### src/sv/assert_macros.svh
// Assertion macros used by the top-level RTL file.
`ifndef ASSERT_MACROS_SVH
`define ASSERT_MACROS_SVH

// Same-cycle implication, sampled on clk, off while rst_n is low.
`define BLT_ASSERT_IMP(name, ante, cons) \
    name: assert property (@(posedge clk) disable iff (!rst_n) (ante) |-> (cons)) \
        else $error("assertion failed");

// Next-cycle implication, sampled on clk, off while rst_n is low.
`define BLT_ASSERT_NXT(name, ante, cons) \
    name: assert property (@(posedge clk) disable iff (!rst_n) (ante) |=> (cons)) \
        else $error("assertion failed");

`endif

### src/sv/blt_pkg.sv
// Shared constants and types of the bounded list table.
package blt_pkg;

    localparam int NUM_LISTS    = 16;
    localparam int MAX_CAPACITY = 32;

    localparam int SLOT_W     = (NUM_LISTS > 1) ? $clog2(NUM_LISTS) : 1;
    localparam int ELEM_DEPTH = NUM_LISTS * MAX_CAPACITY;
    localparam int ELEM_AW    = (ELEM_DEPTH > 1) ? $clog2(ELEM_DEPTH) : 1;

    localparam int KIND_W   = 3;
    localparam int NUM_W    = 6;
    localparam int VALUE_W  = 32;
    localparam int AMOUNT_W = 7;
    localparam int INDEX_W  = 5;
    localparam int STATUS_W = 4;
    localparam int COUNT_W  = 6;
    localparam int META_W   = 2 * COUNT_W;

    typedef enum logic [KIND_W-1:0] {
        KIND_CREATE = 3'd0,
        KIND_RESIZE = 3'd1,
        KIND_APPEND = 3'd2,
        KIND_REMOVE = 3'd3,
        KIND_DELETE = 3'd4,
        KIND_COUNT  = 3'd5,
        KIND_READ   = 3'd6
    } kind_t;

    typedef enum logic [STATUS_W-1:0] {
        STS_OK           = 4'd0,
        STS_BAD_SLOT     = 4'd1,
        STS_BAD_SIZE     = 4'd2,
        STS_EXISTS       = 4'd3,
        STS_NO_LIST      = 4'd4,
        STS_FULL         = 4'd5,
        STS_EMPTY        = 4'd6,
        STS_NOT_FOUND    = 4'd7,
        STS_BAD_NEW_SIZE = 4'd8,
        STS_NO_MEMORY    = 4'd9,
        STS_BAD_INDEX    = 4'd10
    } status_t;

    typedef enum logic [3:0] {
        S_IDLE,
        S_META,
        S_SEARCH_RD,
        S_SEARCH_CMP,
        S_SHIFT_RD,
        S_SHIFT_WR,
        S_DEL_DONE,
        S_READ_WAIT,
        S_FINISH
    } state_t;

    // One word of the per-slot descriptor memory.
    typedef struct packed {
        logic [COUNT_W-1:0] cap;
        logic [COUNT_W-1:0] len;
    } meta_t;

endpackage

### src/sv/blt_ctrl.sv
// Command sequencer: descriptor read-modify-write, element search and shift, and element read.
module blt_ctrl (
    input  logic                              clk,
    input  logic                              rst_n,
    input  logic                              in_valid,
    output logic                              in_ready,
    input  logic [blt_pkg::KIND_W-1:0]        kind,
    input  logic [blt_pkg::NUM_W-1:0]         list_number,
    input  logic signed [blt_pkg::VALUE_W-1:0]  item_value,
    input  logic signed [blt_pkg::AMOUNT_W-1:0] size_amount,
    input  logic [blt_pkg::INDEX_W-1:0]       element_index,
    output logic                              out_valid,
    input  logic                              out_ready,
    output logic [blt_pkg::STATUS_W-1:0]      status,
    output logic [blt_pkg::COUNT_W-1:0]       element_count,
    output logic signed [blt_pkg::VALUE_W-1:0]  read_value,
    output logic                              elem_we,
    output logic [blt_pkg::ELEM_AW-1:0]       elem_addr,
    output logic [blt_pkg::VALUE_W-1:0]       elem_wdata,
    input  logic [blt_pkg::VALUE_W-1:0]       elem_rdata,
    output logic                              meta_we,
    output logic [blt_pkg::SLOT_W-1:0]        meta_addr,
    output blt_pkg::meta_t                    meta_wdata,
    input  blt_pkg::meta_t                    meta_rdata
);

    localparam int AW   = blt_pkg::ELEM_AW;
    localparam int SW   = blt_pkg::SLOT_W;
    localparam int CW   = blt_pkg::COUNT_W;
    localparam int VW   = blt_pkg::VALUE_W;
    localparam int NL   = blt_pkg::NUM_LISTS;
    localparam int MAXC = blt_pkg::MAX_CAPACITY;

    localparam logic signed [7:0]      MAX_S    = 8'(MAXC);
    localparam logic [CW-1:0]          MAX_C    = CW'(MAXC);
    localparam logic [blt_pkg::NUM_W-1:0] NL_NUM = blt_pkg::NUM_W'(NL);

    function automatic logic [AW-1:0] elem_at(input logic [SW-1:0] slot,
                                              input logic [CW-1:0] pos);
        return AW'(slot) * AW'(MAXC) + AW'(pos);
    endfunction

    blt_pkg::state_t  state_reg, state_next;
    blt_pkg::status_t sts_reg, sts_next;

    logic [blt_pkg::KIND_W-1:0]         kind_reg;
    logic [SW-1:0]                      slot_reg;
    logic [VW-1:0]                      value_reg;
    logic signed [blt_pkg::AMOUNT_W-1:0] amount_reg;
    logic [blt_pkg::INDEX_W-1:0]        index_reg;

    logic [CW-1:0] len_reg, len_next;
    logic [CW-1:0] cap_reg, cap_next;
    logic [CW-1:0] pos_reg, pos_next;
    logic [CW-1:0] cnt_reg, cnt_next;
    logic [VW-1:0] rd_reg, rd_next;
    logic [NL-1:0] exists_reg, exists_next;

    logic                         out_valid_reg;
    logic [blt_pkg::STATUS_W-1:0] out_status_reg;
    logic [CW-1:0]                out_count_reg;
    logic [VW-1:0]                out_value_reg;

    logic                in_fire;
    logic                out_load;
    logic                slot_ok;
    logic [SW-1:0]       slot_in;
    logic                ex_m;
    logic [CW-1:0]       len_m;
    logic [CW-1:0]       cap_m;
    logic signed [7:0]   amt_x;
    logic signed [7:0]   ncap;
    logic [CW-1:0]       shrink_len;
    logic [CW:0]         pos_p1;
    logic [CW:0]         pos_p2;
    logic                match;
    logic                kind_known;

    assign in_ready = (state_reg == blt_pkg::S_IDLE);
    assign in_fire  = in_valid && in_ready;
    assign out_load = (state_reg == blt_pkg::S_FINISH) && (!out_valid_reg || out_ready);

    assign slot_ok = (list_number != '0) && (list_number <= NL_NUM);
    assign slot_in = SW'(list_number - blt_pkg::NUM_W'(1));

    // A slot never created reads as a descriptor of length and capacity zero.
    assign ex_m  = exists_reg[slot_reg];
    assign len_m = ex_m ? meta_rdata.len : '0;
    assign cap_m = ex_m ? meta_rdata.cap : '0;

    assign amt_x      = 8'(amount_reg);
    assign ncap       = $signed({2'b00, cap_m}) + amt_x;
    assign shrink_len = (len_m > CW'(ncap)) ? CW'(ncap) : len_m;

    assign pos_p1 = {1'b0, pos_reg} + (CW+1)'(1);
    assign pos_p2 = {1'b0, pos_reg} + (CW+1)'(2);
    assign match  = (elem_rdata == value_reg);

    assign kind_known = (kind_reg <= blt_pkg::KIND_READ);

    // Next state.
    always_comb
    begin
        state_next = state_reg;
        unique case (state_reg)
            blt_pkg::S_IDLE:
            begin
                if (in_fire)
                begin
                    state_next = slot_ok ? blt_pkg::S_META : blt_pkg::S_FINISH;
                end
            end
            blt_pkg::S_META:
            begin
                state_next = blt_pkg::S_FINISH;
                if (kind_reg == blt_pkg::KIND_DELETE && len_m != '0)
                begin
                    state_next = blt_pkg::S_SEARCH_RD;
                end
                else if (kind_reg == blt_pkg::KIND_READ && CW'(index_reg) < len_m)
                begin
                    state_next = blt_pkg::S_READ_WAIT;
                end
            end
            blt_pkg::S_SEARCH_RD:
            begin
                state_next = blt_pkg::S_SEARCH_CMP;
            end
            blt_pkg::S_SEARCH_CMP:
            begin
                if (match)
                begin
                    state_next = (pos_p1 < {1'b0, len_reg}) ? blt_pkg::S_SHIFT_RD
                                                             : blt_pkg::S_DEL_DONE;
                end
                else
                begin
                    state_next = (pos_p1 < {1'b0, len_reg}) ? blt_pkg::S_SEARCH_RD
                                                             : blt_pkg::S_FINISH;
                end
            end
            blt_pkg::S_SHIFT_RD:
            begin
                state_next = blt_pkg::S_SHIFT_WR;
            end
            blt_pkg::S_SHIFT_WR:
            begin
                state_next = (pos_p2 < {1'b0, len_reg}) ? blt_pkg::S_SHIFT_RD
                                                         : blt_pkg::S_DEL_DONE;
            end
            blt_pkg::S_DEL_DONE:
            begin
                state_next = blt_pkg::S_FINISH;
            end
            blt_pkg::S_READ_WAIT:
            begin
                state_next = blt_pkg::S_FINISH;
            end
            blt_pkg::S_FINISH:
            begin
                if (out_load)
                begin
                    state_next = blt_pkg::S_IDLE;
                end
            end
            default:
            begin
                state_next = blt_pkg::S_IDLE;
            end
        endcase
    end

    // Memory requests and datapath updates.
    always_comb
    begin
        len_next    = len_reg;
        cap_next    = cap_reg;
        pos_next    = pos_reg;
        sts_next    = sts_reg;
        cnt_next    = cnt_reg;
        rd_next     = rd_reg;
        exists_next = exists_reg;
        elem_we     = 1'b0;
        elem_addr   = elem_at(slot_reg, pos_reg);
        elem_wdata  = value_reg;
        meta_we     = 1'b0;
        meta_addr   = slot_reg;
        meta_wdata  = '{cap: cap_reg, len: len_reg};

        unique case (state_reg)
            blt_pkg::S_IDLE:
            begin
                meta_addr = slot_in;
                sts_next  = blt_pkg::STS_BAD_SLOT;
                cnt_next  = '0;
                rd_next   = '0;
            end
            blt_pkg::S_META:
            begin
                len_next = len_m;
                cap_next = cap_m;
                cnt_next = len_m;
                pos_next = '0;
                sts_next = blt_pkg::STS_OK;
                if (kind_reg != blt_pkg::KIND_CREATE && kind_known && !ex_m)
                begin
                    sts_next = blt_pkg::STS_NO_LIST;
                end
                else
                begin
                    unique case (kind_reg)
                        blt_pkg::KIND_CREATE:
                        begin
                            if (amt_x < 8'sd1)
                            begin
                                sts_next = blt_pkg::STS_BAD_SIZE;
                            end
                            else if (ex_m)
                            begin
                                sts_next = blt_pkg::STS_EXISTS;
                            end
                            else if (amt_x > MAX_S)
                            begin
                                sts_next = blt_pkg::STS_NO_MEMORY;
                            end
                            else
                            begin
                                meta_we               = 1'b1;
                                meta_wdata            = '{cap: CW'(amt_x), len: '0};
                                exists_next[slot_reg] = 1'b1;
                                cnt_next              = '0;
                            end
                        end
                        blt_pkg::KIND_RESIZE:
                        begin
                            if (ncap < 8'sd1)
                            begin
                                sts_next = blt_pkg::STS_BAD_NEW_SIZE;
                            end
                            else if (ncap > MAX_S)
                            begin
                                sts_next = blt_pkg::STS_NO_MEMORY;
                            end
                            else
                            begin
                                meta_we    = 1'b1;
                                meta_wdata = '{cap: CW'(ncap), len: shrink_len};
                                cnt_next   = shrink_len;
                            end
                        end
                        blt_pkg::KIND_APPEND:
                        begin
                            if (len_m >= cap_m || len_m >= MAX_C)
                            begin
                                sts_next = blt_pkg::STS_FULL;
                            end
                            else
                            begin
                                elem_we    = 1'b1;
                                elem_addr  = elem_at(slot_reg, len_m);
                                meta_we    = 1'b1;
                                meta_wdata = '{cap: cap_m, len: len_m + CW'(1)};
                                cnt_next   = len_m + CW'(1);
                            end
                        end
                        blt_pkg::KIND_REMOVE:
                        begin
                            if (len_m == '0)
                            begin
                                sts_next = blt_pkg::STS_EMPTY;
                            end
                            else
                            begin
                                meta_we    = 1'b1;
                                meta_wdata = '{cap: cap_m, len: len_m - CW'(1)};
                                cnt_next   = len_m - CW'(1);
                            end
                        end
                        blt_pkg::KIND_DELETE,
                        blt_pkg::KIND_COUNT:
                        begin
                            if (len_m == '0)
                            begin
                                sts_next = blt_pkg::STS_EMPTY;
                            end
                        end
                        blt_pkg::KIND_READ:
                        begin
                            if (CW'(index_reg) >= len_m)
                            begin
                                sts_next = blt_pkg::STS_BAD_INDEX;
                            end
                            else
                            begin
                                elem_addr = elem_at(slot_reg, CW'(index_reg));
                            end
                        end
                        default:
                        begin
                        end
                    endcase
                end
            end
            blt_pkg::S_SEARCH_RD:
            begin
            end
            blt_pkg::S_SEARCH_CMP:
            begin
                if (!match)
                begin
                    if (pos_p1 < {1'b0, len_reg})
                    begin
                        pos_next = CW'(pos_p1);
                    end
                    else
                    begin
                        sts_next = blt_pkg::STS_NOT_FOUND;
                    end
                end
            end
            blt_pkg::S_SHIFT_RD:
            begin
                elem_addr = elem_at(slot_reg, CW'(pos_p1));
            end
            blt_pkg::S_SHIFT_WR:
            begin
                // entry pos+1 was read last cycle; move it down one place
                elem_we    = 1'b1;
                elem_wdata = elem_rdata;
                pos_next   = CW'(pos_p1);
            end
            blt_pkg::S_DEL_DONE:
            begin
                meta_we    = 1'b1;
                meta_wdata = '{cap: cap_reg, len: len_reg - CW'(1)};
                cnt_next   = len_reg - CW'(1);
            end
            blt_pkg::S_READ_WAIT:
            begin
                rd_next = elem_rdata;
            end
            blt_pkg::S_FINISH:
            begin
            end
            default:
            begin
            end
        endcase
    end

    always_ff @(posedge clk or negedge rst_n)
    begin
        if (!rst_n)
        begin
            state_reg     <= blt_pkg::S_IDLE;
            exists_reg    <= '0;
            out_valid_reg <= 1'b0;
        end
        else
        begin
            state_reg  <= state_next;
            exists_reg <= exists_next;
            if (out_load)
            begin
                out_valid_reg <= 1'b1;
            end
            else if (out_ready)
            begin
                out_valid_reg <= 1'b0;
            end
        end
    end

    always_ff @(posedge clk)
    begin
        if (in_fire)
        begin
            kind_reg   <= kind;
            slot_reg   <= slot_in;
            value_reg  <= item_value;
            amount_reg <= size_amount;
            index_reg  <= element_index;
        end
        len_reg <= len_next;
        cap_reg <= cap_next;
        pos_reg <= pos_next;
        sts_reg <= sts_next;
        cnt_reg <= cnt_next;
        rd_reg  <= rd_next;
        if (out_load)
        begin
            out_status_reg <= sts_reg;
            out_count_reg  <= cnt_reg;
            out_value_reg  <= rd_reg;
        end
    end

    assign out_valid     = out_valid_reg;
    assign status        = out_status_reg;
    assign element_count = out_count_reg;
    assign read_value    = out_value_reg;

endmodule

### config.mk
export PLATFORM = sky130hd
export DESIGN_NAME = blt_ctrl
export DESIGN_NICKNAME = d
export VERILOG_FILES = /design/src/sv/assert_macros.svh /design/src/sv/blt_pkg.sv /design/src/sv/blt_ctrl.sv
export SDC_FILE = /design/constraint.sdc
export NUM_CORES = 1
export LEC_CHECK = 0
export CAP_MARGIN = 5
export CORE_AREA = 2 2 137 139
export DETAILED_ROUTE_END_ITERATION = 16
export DIE_AREA = 0 0 139 141
export DONT_BUFFER_PORTS = 1
export PLACE_DENSITY = 0.72
export RECOVER_POWER = 50
export SYNTH_ARGS = -nofsm -noshare
export SYNTH_HDL_FRONTEND = slang
export SYNTH_SLANG_ARGS = --single-unit
### constraint.sdc
create_clock -name clk -period 7.8 [get_ports clk]
set_input_delay 1.56 -clock clk [delete_from_list [all_inputs] [get_ports clk]]
set_output_delay 1.56 -clock clk [all_outputs]
set_load 0.05 [all_outputs]
==> results.txt <==
Run status: finished, violations left
Failing checks: capacitance limit, slew limit
Most used DFF post-synth: edfxtp_1
Synth warn: 0
PwrDens: 402.9 mW/mm²
Die Wd: 139 µm
WL/cell: 23.62 µm
Worst reg2reg path startpoint: slot_reg[1]$_DFFE_PP_
Insertion delay to the later sink of the worst-skew pair: 0.43 ns
FP Rows: 50
CORE AREA: 0.01827 mm²
Synth area leaders: edfxtp_1 43%, dfrtp_1 4.9%, ha_1 4.9%
Cell variety after synth: 80
Post-Place Cell Area: 0.01103 mm²
R2R Path End: cnt_reg[3]$_DFFE_PP_
Crit path cell chain: buf_4 -> mux2i_1 -> a22o_1 -> or3_1 -> nand2_1 -> nand2_1 -> inv_1 -> ha_1 -> a21oi_1 -> o21ai_0 -> xnor2_1 -> a21oi_1 -> or3_1 -> and2_1 -> ha_1 -> nand2_1 -> a21oi_1 -> mux2i_4 -> o32a_2 -> a21oi_2 -> mux2_1 -> o211ai_1 -> buf_4
Final Slew Violations: 33
Final Critical Period: 7.437 ns
Cells on Worst Hold Path: 0
Via density: 6.738
Max-cap viol count: 1
LEAKAGE: 4.444 nW
Via count: 8584
Unrepaired setup endpoints after global routing: no
Post-synth EDFFs: 153
Global-route wire length before repair: 45480 µm
Number of setup violations in the final report: 0
Clock Tree Buf Depth: 2
Clock root buffer: clkbuf_16
CTS clk-pin slew, worst paths: 0.08 ns
Setup_tns: 0 ns
Max Fclk: 134.5 MHz
R2R depth: 22
Most common cell after layout, fill and taps aside: edfxtp_1
VDD IR max: 0.2214 mV
Worst rel slew slack: -188.1%
TritonCTS clock tree: done
GPL Wtd Cong: 1.013
Die height: 141 µm
Top cell type's share of synthesized area: 43.05%
H-tree levels: 4
Fraction of layout cells with a size suffix above 1: 11.84%
Drt first pass iters: 7
Synth Instances: 1017
Hold Path Origin: rd_reg[5]$_SDFFCE_PN0P_
Syn Area/Cell: 10.49 µm²
Drt drc: 0
Initial Util: 58.42%
Hold Path End: read_value[5]$_DFFE_PP_
CP Class: reg -> out
FF-to-FF setup slack: 2.21 ns
Final Instance Area: 0.01163 mm²
Seq/Total Area, Yosys: 47.98%
Slowest CP cell: edfxtp_1
Max incr delay on CP: 0.52 ns
IO buf count: 0
Worst Hold Class: reg -> reg
Detailed Route Iter0 Violations: 821
Initial antenna violation count: 0
Slew @ Worst Pin: 4.277 ns
Drt total wl: 30090 µm
Worst Path Arrival: 5.88 ns
Total track usage: 29.80%
WP data required: 6.24 ns
Hpwl dp: 22340 µm
Syn Nets: 1160
Crit path launch type: flop
Final ANT Viol Nets: 0
Multi-input logic area: 0.005195 mm²
Filler cell count: 1453
Register area: 0.005120 mm²
Congestion Overflow GR: 0
Synth Register Bits: 174
Cts bufs inserted: 17
Post-Syn Area: 0.01067 mm²
Ys async rst share: 12.07%
Largest net degree at the start of global routing: 43
Most frequent cells in the layout: 153 x edfxtp_1, 79 x nand2_1, 72 x nor2_1
Vias in the first global route: 7876
Final Hold Fails: 0
CTS Sinks: 174
Part of the cycle the worst path needs: 95.35%
Final Skew: 0.01162 ns
CP max FO: 14
Die ar.: 0.01960 mm²
CP Capture Type: output pin
Area delta synth->final: 8.958%
I/O pins: 204
Largest area contributor in the netlist: edfxtp_1
Net count, final: 1169
==> cell type report <==
type / instances / share of cell area [%]
multi-input combinational: 751 / 44.68
sequential: 174 / 44.03
clock buffer: 18 / 3.691
tap: 234 / 2.518
timing repair buffer: 35 / 2.163
inverter: 47 / 1.517
clock inverter: 14 / 1.377
antenna: 1 / 0.02152
==> worst max-delay path by stage <==
| stage | slack, ns | startpoint | end |
|---|---|---|---|
| 2_1_floorplan | 0.15 | slot_reg[0]$_DFFE_PP_ | meta_wdata[0] |
| 3_5_place_dp | 0.71 | slot_reg[3]$_DFFE_PP_ | meta_wdata[3] |
| 3_3_place_gp | 0.83 | slot_reg[3]$_DFFE_PP_ | meta_wdata[3] |
| 6_report | 0.36 | slot_reg[1]$_DFFE_PP_ | meta_wdata[3] |
| 4_1_cts | 0.23 | slot_reg[3]$_DFFE_PP_ | meta_wdata[3] |
| 5_1_grt | 0.05 | slot_reg[1]$_DFFE_PP_ | meta_wdata[6] |
==> stage by stage <==
| step | std cells | total power [mW] | hold WS (ns) | worst slack, ns | utilization (%) |
|---|---|---|---|---|---|
| 6_report | 1274 | 4.685 | 0.4087 | 0.3628 | 63.65 |
| 5_1_grt | 1273 | 4.892 | 0.4184 | 0.05070 | 63.64 |
| 4_1_cts | 1270 | 4.654 | 0.4154 | 0.2331 | 63.62 |
| 3_5_place_dp | 1238 | 3.798 | 0.4045 | 0.7132 | 60.39 |
| 3_3_place_gp | 1238 | 3.764 | 0.4004 | 0.8280 | 60.39 |
| 2_1_floorplan | 1017 | 3.310 | 0.4003 | 0.1482 | - |
==> report_power, final <==
group	switching, mW	internal, mW	total [mW]
sequential	0.515	1.46	1.98
combinational	1.34	0.517	1.85
clock	0.420	0.434	0.854
==> synthesized netlist by cell type, drive strengths merged (6+ instances only) <==
library cell	instances
o221ai	10
xor2	14
and2	42
mux2i	19
a21oi	46
a31oi	14
xnor2	43
nor2	73
inv	46
nand2	79
nor3	20
o211ai	10
a22oi	11
o22ai	8
a31o	9
o31ai	11
or3	9
o21a	7
nor4	9
nor2b	15
nand4	12
a211oi	10
ha	42
nand3	25
and4	6
dfrtp	21
nand2b	9
a221o	6
a21o	20
o21ai	63
mux2	33
clkbuf	38
buf	7
edfxtp	153
and3	11
==> critical path, delay by kind of cell (launching register included) <==
family | cells | cell delay, ns
flops | 1 | 0.52
xor+xnor | 1 | 0.16
simple gates | 6 | 1.32
fa+ha+maj | 2 | 0.53
mux | 3 | 0.62
buf+inv | 3 | 0.57
compound gates | 8 | 1.71
==> cell families (layout without fill, tap and decap cells) <==
kind of cell	Yosys count	in the layout	synth area share (%)
simple gates	325	325	15.43
flops	174	174	47.98
mux	53	53	5.593
compound gates	273	273	17.77
fa+ha+maj	43	43	5.018
xor+xnor	57	57	4.678
other cells	0	1	0
buf+inv	92	114	3.529
==> timing repair <==
| action | 4_1_cts | 5_1_grt |
|---|---|---|
| resized for setup | 0 | 1 |
| endpoints found under the setup margin | 0 | 4 |
| hold buffers | 0 | 0 |
| buffers inserted | 0 | 3 |
==> routing by layer <==
metal	vias to the layer above	GRT usage, %	routed length, µm
li1	3881	-	-
met3	64	4.721	2733
met4	0	8.240	660
met2	485	47.76	14270
met5	-	0	0
met1	4154	42.61	12420
Note: power is estimated with default switching activity, not from simulation.
